### src/rtl/core/dtfp_pkg.sv
// ----------------------------------------------------------------------------
// dtfp_pkg: shared definitions for the decimal text to fixed point core
// Widths, character codes, the power-of-ten table and the types used by
// the parser and the scaling divider.
// ----------------------------------------------------------------------------
package dtfp_pkg;

    // Field and state widths
    localparam int CH_W       = 8;
    localparam int VALUE_W    = 48;
    localparam int MANT_W     = 60;
    localparam int FD_W       = 5;
    localparam int DC_W       = 5;
    localparam int PLACES_MAX = 18;

    // Parameter defaults
    localparam int FRAC_BITS_DEF  = 16;
    localparam int MAX_DIGITS_DEF = 18;

    // Character codes
    localparam logic [CH_W-1:0] CH_NUL   = 8'd0;
    localparam logic [CH_W-1:0] CH_TAB   = 8'd9;
    localparam logic [CH_W-1:0] CH_CR    = 8'd13;
    localparam logic [CH_W-1:0] CH_SPACE = 8'd32;
    localparam logic [CH_W-1:0] CH_PLUS  = 8'd43;
    localparam logic [CH_W-1:0] CH_MINUS = 8'd45;
    localparam logic [CH_W-1:0] CH_POINT = 8'd46;
    localparam logic [CH_W-1:0] CH_ZERO  = 8'd48;
    localparam logic [CH_W-1:0] CH_NINE  = 8'd57;

    // Saturation limits of the magnitude
    localparam logic [VALUE_W-1:0] LIMIT_POS = {1'b0, {(VALUE_W-1){1'b1}}};
    localparam logic [VALUE_W-1:0] LIMIT_NEG = {1'b1, {(VALUE_W-1){1'b0}}};

    // Parser phase
    typedef enum logic [3:0] {
        PH_SKIP  = 4'b0001,
        PH_SIGN  = 4'b0010,
        PH_DIGIT = 4'b0100,
        PH_DONE  = 4'b1000
    } phase_t;

    // Scaler sequencer state
    typedef enum logic [2:0] {
        SC_IDLE = 3'b001,
        SC_RUN  = 3'b010,
        SC_FIN  = 3'b100
    } sc_state_t;

    // Parsed number handed from parser to scaler
    typedef struct packed {
        logic [MANT_W-1:0] mantissa;
        logic [FD_W-1:0]   frac_digits;
        logic              is_negative;
        logic              overflowed;
    } num_t;

    // Ten to the power n, clamped at the largest place count
    function automatic logic [MANT_W-1:0] pow_ten(input logic [FD_W-1:0] n);
        logic [MANT_W-1:0] p;
        unique case (n)
            5'd0:    p = 60'd1;
            5'd1:    p = 60'd10;
            5'd2:    p = 60'd100;
            5'd3:    p = 60'd1000;
            5'd4:    p = 60'd10000;
            5'd5:    p = 60'd100000;
            5'd6:    p = 60'd1000000;
            5'd7:    p = 60'd10000000;
            5'd8:    p = 60'd100000000;
            5'd9:    p = 60'd1000000000;
            5'd10:   p = 60'd10000000000;
            5'd11:   p = 60'd100000000000;
            5'd12:   p = 60'd1000000000000;
            5'd13:   p = 60'd10000000000000;
            5'd14:   p = 60'd100000000000000;
            5'd15:   p = 60'd1000000000000000;
            5'd16:   p = 60'd10000000000000000;
            5'd17:   p = 60'd100000000000000000;
            default: p = 60'd1000000000000000000;
        endcase
        return p;
    endfunction

endpackage

### src/rtl/core/dtfp_parser.sv
// ----------------------------------------------------------------------------
// dtfp_parser: character parser
// Takes one byte a beat, tracks white space, signs, digits and the point,
// and builds the decimal mantissa. A zero byte returns it to reset.
// ----------------------------------------------------------------------------
module dtfp_parser
    import dtfp_pkg::*;
#(
    parameter int MAX_DIGITS = MAX_DIGITS_DEF
)
(
    input  logic            clk,
    input  logic            rst_n,
    input  logic            take,
    input  logic [CH_W-1:0] ch,
    output num_t            num
);

    phase_t            phase_reg, phase_next;
    logic              neg_reg, neg_next;
    logic              point_reg, point_next;
    logic [MANT_W-1:0] mant_reg, mant_next;
    logic [FD_W-1:0]   fd_reg, fd_next;
    logic [DC_W-1:0]   dc_reg, dc_next;
    logic              ovf_reg, ovf_next;

    logic              is_digit, is_ws, is_sign, pre_num, sig, full;
    logic [3:0]        dval;
    logic [MANT_W-1:0] mant_x10;

    // Character classes
    assign is_digit = (ch >= CH_ZERO) && (ch <= CH_NINE);
    assign is_ws    = (ch == CH_SPACE) || ((ch >= CH_TAB) && (ch <= CH_CR));
    assign is_sign  = (ch == CH_PLUS) || (ch == CH_MINUS);
    assign pre_num  = (phase_reg == PH_SKIP) || (phase_reg == PH_SIGN);
    assign dval     = 4'(ch - CH_ZERO);

    // Digit bookkeeping: m*10 + d by shift and add
    assign sig      = (mant_reg != '0) || (dval != 4'd0);
    assign full     = sig && (dc_reg >= DC_W'(MAX_DIGITS));
    assign mant_x10 = {mant_reg[MANT_W-4:0], 3'b000} + {mant_reg[MANT_W-2:0], 1'b0};

    // Next state
    always_comb
    begin
        phase_next = phase_reg;
        neg_next   = neg_reg;
        point_next = point_reg;
        mant_next  = mant_reg;
        fd_next    = fd_reg;
        dc_next    = dc_reg;
        ovf_next   = ovf_reg;
        if (take)
        begin
            priority if (ch == CH_NUL)
            begin
                phase_next = PH_SKIP;
                neg_next   = 1'b0;
                point_next = 1'b0;
                mant_next  = '0;
                fd_next    = '0;
                dc_next    = '0;
                ovf_next   = 1'b0;
            end
            else if ((phase_reg == PH_SKIP) && is_ws)
            begin
                phase_next = PH_SKIP;
            end
            else if (pre_num && is_sign)
            begin
                phase_next = PH_SIGN;
                if (ch == CH_MINUS)
                begin
                    neg_next = !neg_reg;
                end
            end
            else if (pre_num && !is_digit && (ch != CH_POINT))
            begin
                phase_next = PH_DONE;
            end
            else if (pre_num || (phase_reg == PH_DIGIT))
            begin
                phase_next = PH_DIGIT;
                priority if (is_digit)
                begin
                    if (!point_reg)
                    begin
                        if (full)
                        begin
                            ovf_next = 1'b1;
                        end
                        else
                        begin
                            mant_next = mant_x10 + MANT_W'(dval);
                            dc_next   = dc_reg + DC_W'(sig);
                        end
                    end
                    else if (!full && (fd_reg < FD_W'(PLACES_MAX)))
                    begin
                        mant_next = mant_x10 + MANT_W'(dval);
                        dc_next   = dc_reg + DC_W'(sig);
                        fd_next   = fd_reg + 1'b1;
                    end
                end
                else if ((ch == CH_POINT) && !point_reg)
                begin
                    point_next = 1'b1;
                end
                else
                begin
                    phase_next = PH_DONE;
                end
            end
            else
            begin
                // number already ended: ignore bytes until the zero byte
                phase_next = phase_reg;
            end
        end
    end

    // State registers
    always_ff @(posedge clk or negedge rst_n)
    begin
        if (!rst_n)
        begin
            phase_reg <= PH_SKIP;
            neg_reg   <= 1'b0;
            point_reg <= 1'b0;
            mant_reg  <= '0;
            fd_reg    <= '0;
            dc_reg    <= '0;
            ovf_reg   <= 1'b0;
        end
        else
        begin
            phase_reg <= phase_next;
            neg_reg   <= neg_next;
            point_reg <= point_next;
            mant_reg  <= mant_next;
            fd_reg    <= fd_next;
            dc_reg    <= dc_next;
            ovf_reg   <= ovf_next;
        end
    end

    assign num.mantissa    = mant_reg;
    assign num.frac_digits = fd_reg;
    assign num.is_negative = neg_reg;
    assign num.overflowed  = ovf_reg;

endmodule

### src/rtl/core/dtfp_scaler.sv
// ----------------------------------------------------------------------------
// dtfp_scaler: fixed point scaling divider
// Computes mantissa * 2^FRAC_BITS / 10^places by restoring division, one
// quotient bit a cycle on a shared subtractor, then saturates, applies the
// sign and holds the result in the output register.
// ----------------------------------------------------------------------------
module dtfp_scaler
    import dtfp_pkg::*;
#(
    parameter int FRAC_BITS = FRAC_BITS_DEF
)
(
    input  logic               clk,
    input  logic               rst_n,
    input  logic               start,
    input  num_t               num,
    output logic               busy,
    output logic               out_valid,
    input  logic               out_ready,
    output logic [VALUE_W-1:0] value,
    output logic               overflow
);

    localparam int DVD_W     = MANT_W + FRAC_BITS;
    localparam int DIV_STEPS = DVD_W;
    localparam int CNT_W     = $clog2(DIV_STEPS);

    sc_state_t          state_reg, state_next;
    logic [CNT_W-1:0]   cnt_reg, cnt_next;
    logic [DVD_W-1:0]   dvd_reg, dvd_next;
    logic [MANT_W-1:0]  rem_reg, rem_next;
    logic [MANT_W-1:0]  den_reg, den_next;
    logic [VALUE_W-1:0] quo_reg, quo_next;
    logic               sticky_reg, sticky_next;
    logic               neg_reg, neg_next;
    logic               ovf_reg, ovf_next;
    logic               ov_reg, ov_next;
    logic [VALUE_W-1:0] val_reg, val_next;
    logic               oflag_reg, oflag_next;

    logic [MANT_W:0]    trial, diff;
    logic               qbit, out_free, sat;
    logic [VALUE_W-1:0] limit, mag;

    // Shared subtract and compare
    assign trial    = {rem_reg, dvd_reg[DVD_W-1]};
    assign diff     = trial - {1'b0, den_reg};
    assign qbit     = (trial >= {1'b0, den_reg});

    // Finishing: saturate and apply sign
    assign limit    = neg_reg ? LIMIT_NEG : LIMIT_POS;
    assign sat      = ovf_reg || sticky_reg || (quo_reg > limit);
    assign mag      = sat ? limit : quo_reg;
    assign out_free = !ov_reg || out_ready;

    // Sequencer
    always_comb
    begin
        state_next  = state_reg;
        cnt_next    = cnt_reg;
        dvd_next    = dvd_reg;
        rem_next    = rem_reg;
        den_next    = den_reg;
        quo_next    = quo_reg;
        sticky_next = sticky_reg;
        neg_next    = neg_reg;
        ovf_next    = ovf_reg;
        ov_next     = ov_reg && !out_ready;
        val_next    = val_reg;
        oflag_next  = oflag_reg;
        unique case (state_reg)
            SC_IDLE:
            begin
                if (start)
                begin
                    state_next  = SC_RUN;
                    cnt_next    = '0;
                    dvd_next    = {num.mantissa, {FRAC_BITS{1'b0}}};
                    rem_next    = '0;
                    den_next    = pow_ten(num.frac_digits);
                    quo_next    = '0;
                    sticky_next = 1'b0;
                    neg_next    = num.is_negative;
                    ovf_next    = num.overflowed;
                end
            end
            SC_RUN:
            begin
                dvd_next    = {dvd_reg[DVD_W-2:0], 1'b0};
                rem_next    = qbit ? diff[MANT_W-1:0] : trial[MANT_W-1:0];
                quo_next    = {quo_reg[VALUE_W-2:0], qbit};
                sticky_next = sticky_reg || quo_reg[VALUE_W-1];
                cnt_next    = cnt_reg + 1'b1;
                if (cnt_reg == CNT_W'(DIV_STEPS - 1))
                begin
                    state_next = SC_FIN;
                end
            end
            SC_FIN:
            begin
                if (out_free)
                begin
                    ov_next    = 1'b1;
                    val_next   = neg_reg ? (VALUE_W'(0) - mag) : mag;
                    oflag_next = sat;
                    state_next = SC_IDLE;
                end
            end
            default:
            begin
                state_next = SC_IDLE;
            end
        endcase
    end

    // Control registers
    always_ff @(posedge clk or negedge rst_n)
    begin
        if (!rst_n)
        begin
            state_reg <= SC_IDLE;
            cnt_reg   <= '0;
            ov_reg    <= 1'b0;
        end
        else
        begin
            state_reg <= state_next;
            cnt_reg   <= cnt_next;
            ov_reg    <= ov_next;
        end
    end

    // Datapath registers
    always_ff @(posedge clk)
    begin
        dvd_reg    <= dvd_next;
        rem_reg    <= rem_next;
        den_reg    <= den_next;
        quo_reg    <= quo_next;
        sticky_reg <= sticky_next;
        neg_reg    <= neg_next;
        ovf_reg    <= ovf_next;
        val_reg    <= val_next;
        oflag_reg  <= oflag_next;
    end

    assign busy      = (state_reg != SC_IDLE);
    assign out_valid = ov_reg;
    assign value     = val_reg;
    assign overflow  = oflag_reg;

endmodule

### src/rtl/core/decimal_text_to_fixed_point_core.sv
// ----------------------------------------------------------------------------
// decimal_text_to_fixed_point_core: ASCII decimal to signed Q32.16
// Parses a zero-terminated decimal string into saturated signed fixed point.
// ----------------------------------------------------------------------------
// A nonzero byte is taken whenever in_ready is high, so text streams at one byte a cycle while the divider is idle.
// The zero byte that ends a string starts the scaling divider: a restoring
// division on one shared subtractor, one quotient bit a cycle, runs through
// every bit of the dividend and is followed by a finishing state that
// saturates and signs the result; in_ready stays low while the divider runs
// and finishes. Should the previous result still sit unclaimed in the output
// register, the block holds in that finishing state until out_ready frees it.
// The result is truncated toward zero; overflow marks saturation or a dropped
// integer digit.
// ----------------------------------------------------------------------------
module decimal_text_to_fixed_point_core
    import dtfp_pkg::*;
#(
    parameter int FRAC_BITS  = FRAC_BITS_DEF,
    parameter int MAX_DIGITS = MAX_DIGITS_DEF
)
(
    input  logic                      clk,
    input  logic                      rst_n,
    input  logic                      in_valid,
    output logic                      in_ready,
    input  logic [CH_W-1:0]           ch,
    output logic                      out_valid,
    input  logic                      out_ready,
    output logic signed [VALUE_W-1:0] value,
    output logic                      overflow
);

    logic               take, busy;
    num_t               num;
    logic [VALUE_W-1:0] value_u;

    // Input beat and end of string
    assign in_ready = !busy;
    assign take     = in_valid && in_ready;

    dtfp_parser #(
        .MAX_DIGITS (MAX_DIGITS)
    ) u_parser (
        .clk   (clk),
        .rst_n (rst_n),
        .take  (take),
        .ch    (ch),
        .num   (num)
    );

    dtfp_scaler #(
        .FRAC_BITS (FRAC_BITS)
    ) u_scaler (
        .clk       (clk),
        .rst_n     (rst_n),
        .start     (take && (ch == CH_NUL)),
        .num       (num),
        .busy      (busy),
        .out_valid (out_valid),
        .out_ready (out_ready),
        .value     (value_u),
        .overflow  (overflow)
    );

    assign value = signed'(value_u);

endmodule

### config.mk
export PLATFORM = sky130hd
export DESIGN_NAME = decimal_text_to_fixed_point_core
export DESIGN_NICKNAME = d
export VERILOG_FILES = /design/src/rtl/core/dtfp_pkg.sv /design/src/rtl/core/dtfp_parser.sv /design/src/rtl/core/dtfp_scaler.sv /design/src/rtl/core/decimal_text_to_fixed_point_core.sv
export SDC_FILE = /design/constraint.sdc
export NUM_CORES = 1
export LEC_CHECK = 0
export ABC_AREA = 1
export BUFFER_PORTS_ARGS = -buffer_cell sky130_fd_sc_hd__buf_2
export CAP_MARGIN = 40
export CORE_MARGIN = 2
export CORE_UTILIZATION = 40
export DETAILED_ROUTE_END_ITERATION = 7
export GPL_TIMING_DRIVEN = 0
export PLACE_DENSITY_LB_ADDON = 0.05
export SLEW_MARGIN = 20
export SYNTH_ARGS = -nofsm -noshare
export SYNTH_HDL_FRONTEND = slang
export SYNTH_SLANG_ARGS = --single-unit
### constraint.sdc
create_clock -name clk -period 7.7 [get_ports clk]
set_input_delay 1.155 -clock clk [delete_from_list [all_inputs] [get_ports clk]]
set_output_delay 1.155 -clock clk [all_outputs]
set_load 0.005 [all_outputs]
==> reports/metrics.yaml <==
drive_above_1_share_pct: 6.15
worst_clock_skew_ps: 12.6
critical_path_required_ps: 8040
fp.coreArea_mm2: 0.0642
count_of_nets_left_with_antenna_violations_after_detail_routing: 0
clock.fmax_ghz: 0.156
report.power.total_mw: 4.38
critPathArrivalTime_ps: 6760
peakVddDrop_uv: 162
finalSetupTns_ps: 0
report.final.setup_viol: 0
number_of_global_route_vias_before_repair: 22900
hold-worst-slack_ps: 465
insertion_delay_ps: 600
clock_power_share_pct: 52.2
max-slew-margin-rel_pct: 44.1
wire_per_inst_um: 18.7
worstReg2RegStart: "u_scaler.neg_reg$_DFFE_PP_"
ff2ff_setup_slack_ps: 1280
most_common_cell_after_layout_fill_and_taps_aside: "sky130_fd_sc_hd__nand2_1"
maximum_number_of_pins_on_one_net_before_global_route_repair: 98
yosysUniqueCellTypes: 57
dpl-instance-area_mm2: 0.0276
run_status: "finished, final reports clean"
finalHoldViolCount: 0
area.growth.synth_to_final_pct: 12.6
post-route-util_pct: 45.5
insertedDiodeCount: 0
place_inst: 4268
route.vias.total: 23100
cts_repair_resize_count: 0
drtIter0Drc: 1548
design_area_mm2: 0.0292
synth.cell_area_mm2: 0.0259
timing.hold.worst_path_depth: 0
setup_repair_after_global_routing_missed_its_margin: "no"
global_placement_routability_congestion: 0.946
power_per_cell_area_mw_per_mm2: 150
p_sw_mw: 0.923
synth_fp_nets: 3584
critPathMaxStageDelay_ps: 800
ff2ff_path_depth: 28
kind_of_path_behind_the_tightest_hold_check: "flop to flop"
die_area_mm2: 0.0669
clock_tree_from_tritoncts: "yes"
number_of_antenna_violations_at_the_first_check_in_global_routing: 0
crit_fanout: 18
power_switching_share_pct: 21.1
clock_transition_at_path_regs_ps: 60
cts_made_buffers: 45
drc_errors: 0
layout.cells.most_common_list: "694 x sky130_fd_sc_hd__nand2_1, 462 x sky130_fd_sc_hd__inv_1, 391 x sky130_fd_sc_hd__nor2_1"
ioPinCount: 63
synth_ff_type: "sky130_fd_sc_hd__edfxtp_1"
worst_path_dominant_cell_family: "buffers and inverters"
first_pass_grt_wire_length_um: 129000
cts.path.max_buffers: 3
synth-warning-count: 0
number_of_flops_mapped_to_enable_cells_by_yosys: 271
syn-mean-instance-area_um2: 7.77
core.rowCount: 93
setup_slack_ps: 1280
gate_count_after_technology_mapping: 3338
share_comb_of_total_power_pct: 0.7
crit_buf_inv: 9
ys_seq_elements: 359
rr_endpoint: "u_scaler.value[18]$_DFFE_PP_"
start_kind: "flop"
postCtsHoldBufs: 0
cts.sinks: 359
seqPwrFrac_pct: 47.1
die_y_um: 259
gr-total-overflow: 0
port-buffer-count: 62
finalCriticalPeriod_ps: 6420
cts-htree-levels: 2
final_net_count: 3708
crit_slowest_cell: "sky130_fd_sc_hd__edfxtp_1"
critPathCaptureType: "flop"
async_reset_ff_share_pct: 24.5
final-max-slew-violation-count: 0
max_capacitance_violation_count: 0
route.detailed.vias_per_inst: 5.31
critPathKind: "flop to flop"
firstDrtPassIters: 5
ys_seq_area_share_pct: 39.9
finish.cell_count_without_fillers: 4352
fp.dieW_um: 259
worst_hold_path.endpoint: "u_scaler.ovf_reg$_DFFE_PP_"
power_report.internal_total_mw: 3.45
drt-total-wl_um: 81400
dp_hpwl_um: 64200
tightestPinTransition_ps: 828
cts_setup_buffers: 0
fin_crit_sh_pct: 83.3
worst_hold_startpoint: "u_parser.ovf_reg$_DFFE_PN0P_"
place_worst_setup_slack_ps: 1240
clk_root_buffer_cell: "sky130_fd_sc_hd__clkbuf_16"
start_util_pct: 40.4
p_leak_nw: 14.4
track_usage_pct: 24.4
## worst register-to-register path, delay by kind of cell, from the launching register on
kind                     cells  cell delay [ps]
buffers and inverters        9             2170
AND/OR/NAND/NOR             12             1750
AO/OA/AOI/OAI                5              820
flip-flops                   1              800
adder cells (fa/ha/maj)      2              620
## power groups by stage
stage	clock network [mW]	registers (mW)	logic (mW)
2_1_floorplan	0	2.10	0.0110
3_3_place_gp	0	2.10	0.0292
3_5_place_dp	0	2.10	0.0320
4_1_cts	2.35	2.06	0.0323
5_1_grt	2.42	2.06	0.0362
6_report	2.28	2.06	0.0317
## final cells by class
class	instances	area, µm²
buffer	81	374
timing repair buffer	77	603
multi-input combinational	2429	13500
inverter	469	1760
fill	6526	35000
clock buffer	48	1150
sequential	359	10300
clock inverter	34	424
tap	855	1070
## routing by layer
layer	up-vias	global-route usage [%]	part of all wire, %
met4	0	7.19	2.8
met3	116	3.17	4.4
met1	10900	33.5	47
li1	11600	-	-
met2	486	40.1	46
met5	-	0	0
## logic make-up after synthesis
family	count (synthesis)	share of synthesized area, %
mux	2	0.0868
buf+inv	550	8.23
fa+ha+maj	234	11.4
compound gates	722	15.3
flops	359	39.9
simple gates	1381	22.1
xor+xnor	90	3.04
## worst max-delay path by stage
stage                               startpoint                            endpoint  slack (ps)  depth (start not counted)
global route        u_scaler.neg_reg$_DFFE_PP_        u_scaler.value[18]$_DFFE_PP_         690                         30
finish              u_scaler.neg_reg$_DFFE_PP_        u_scaler.value[18]$_DFFE_PP_        1280                         28
floorplan                                ch[7]  u_scaler.dvd_reg[16]$_SDFFCE_PP0P_        1330                         10
global placement                         ch[7]     u_scaler.cnt_reg[5]$_DFFE_PN0P_       -1440                         12
detailed placement  u_scaler.neg_reg$_DFFE_PP_        u_scaler.value[18]$_DFFE_PP_        1240                         30
CTS                 u_scaler.neg_reg$_DFFE_PP_        u_scaler.value[18]$_DFFE_PP_        1220                         30
## synth_stat cells (4+ instances only)
| cell | number | area, µm² |
|---|---|---|
| sky130_fd_sc_hd__a211oi_1 | 4 | 30.0 |
| sky130_fd_sc_hd__xnor2_1 | 43 | 377 |
| sky130_fd_sc_hd__buf_2 | 14 | 70.1 |
| sky130_fd_sc_hd__o211ai_1 | 9 | 67.6 |
| sky130_fd_sc_hd__ha_1 | 231 | 2890 |
| sky130_fd_sc_hd__o31ai_1 | 10 | 75.1 |
| sky130_fd_sc_hd__inv_1 | 462 | 1730 |
| sky130_fd_sc_hd__o21ai_1 | 25 | 125 |
| sky130_fd_sc_hd__clkbuf_1 | 55 | 206 |
| sky130_fd_sc_hd__dfrtp_1 | 86 | 2150 |
| sky130_fd_sc_hd__buf_1 | 4 | 15.0 |
| sky130_fd_sc_hd__xor2_1 | 47 | 412 |
| sky130_fd_sc_hd__a31oi_1 | 41 | 257 |
| sky130_fd_sc_hd__nand3b_1 | 5 | 37.5 |
| sky130_fd_sc_hd__nand4_1 | 29 | 181 |
| sky130_fd_sc_hd__o221ai_1 | 4 | 35.0 |
| sky130_fd_sc_hd__inv_2 | 4 | 15.0 |
| sky130_fd_sc_hd__nand3_2 | 8 | 80.1 |
| sky130_fd_sc_hd__nor2_2 | 10 | 62.6 |
| sky130_fd_sc_hd__o32ai_1 | 4 | 35.0 |
| sky130_fd_sc_hd__nand2_2 | 5 | 31.3 |
| sky130_fd_sc_hd__o21bai_1 | 8 | 60.1 |
| sky130_fd_sc_hd__o21a_1 | 17 | 128 |
| sky130_fd_sc_hd__nor2_1 | 391 | 1470 |
| sky130_fd_sc_hd__a21boi_0 | 7 | 52.6 |
| sky130_fd_sc_hd__o21ai_0 | 259 | 1300 |
| sky130_fd_sc_hd__a21oi_1 | 276 | 1380 |
| sky130_fd_sc_hd__o22ai_1 | 21 | 131 |
| sky130_fd_sc_hd__edfxtp_1 | 271 | 8140 |
| sky130_fd_sc_hd__nor3_1 | 21 | 105 |
| sky130_fd_sc_hd__buf_6 | 4 | 45.0 |
| sky130_fd_sc_hd__a21o_1 | 21 | 158 |
| sky130_fd_sc_hd__nor4_1 | 31 | 194 |
| sky130_fd_sc_hd__nand2_1 | 695 | 2610 |
| sky130_fd_sc_hd__nand3_1 | 177 | 886 |
No activity file was read; power rests on OpenSTA's default activity.
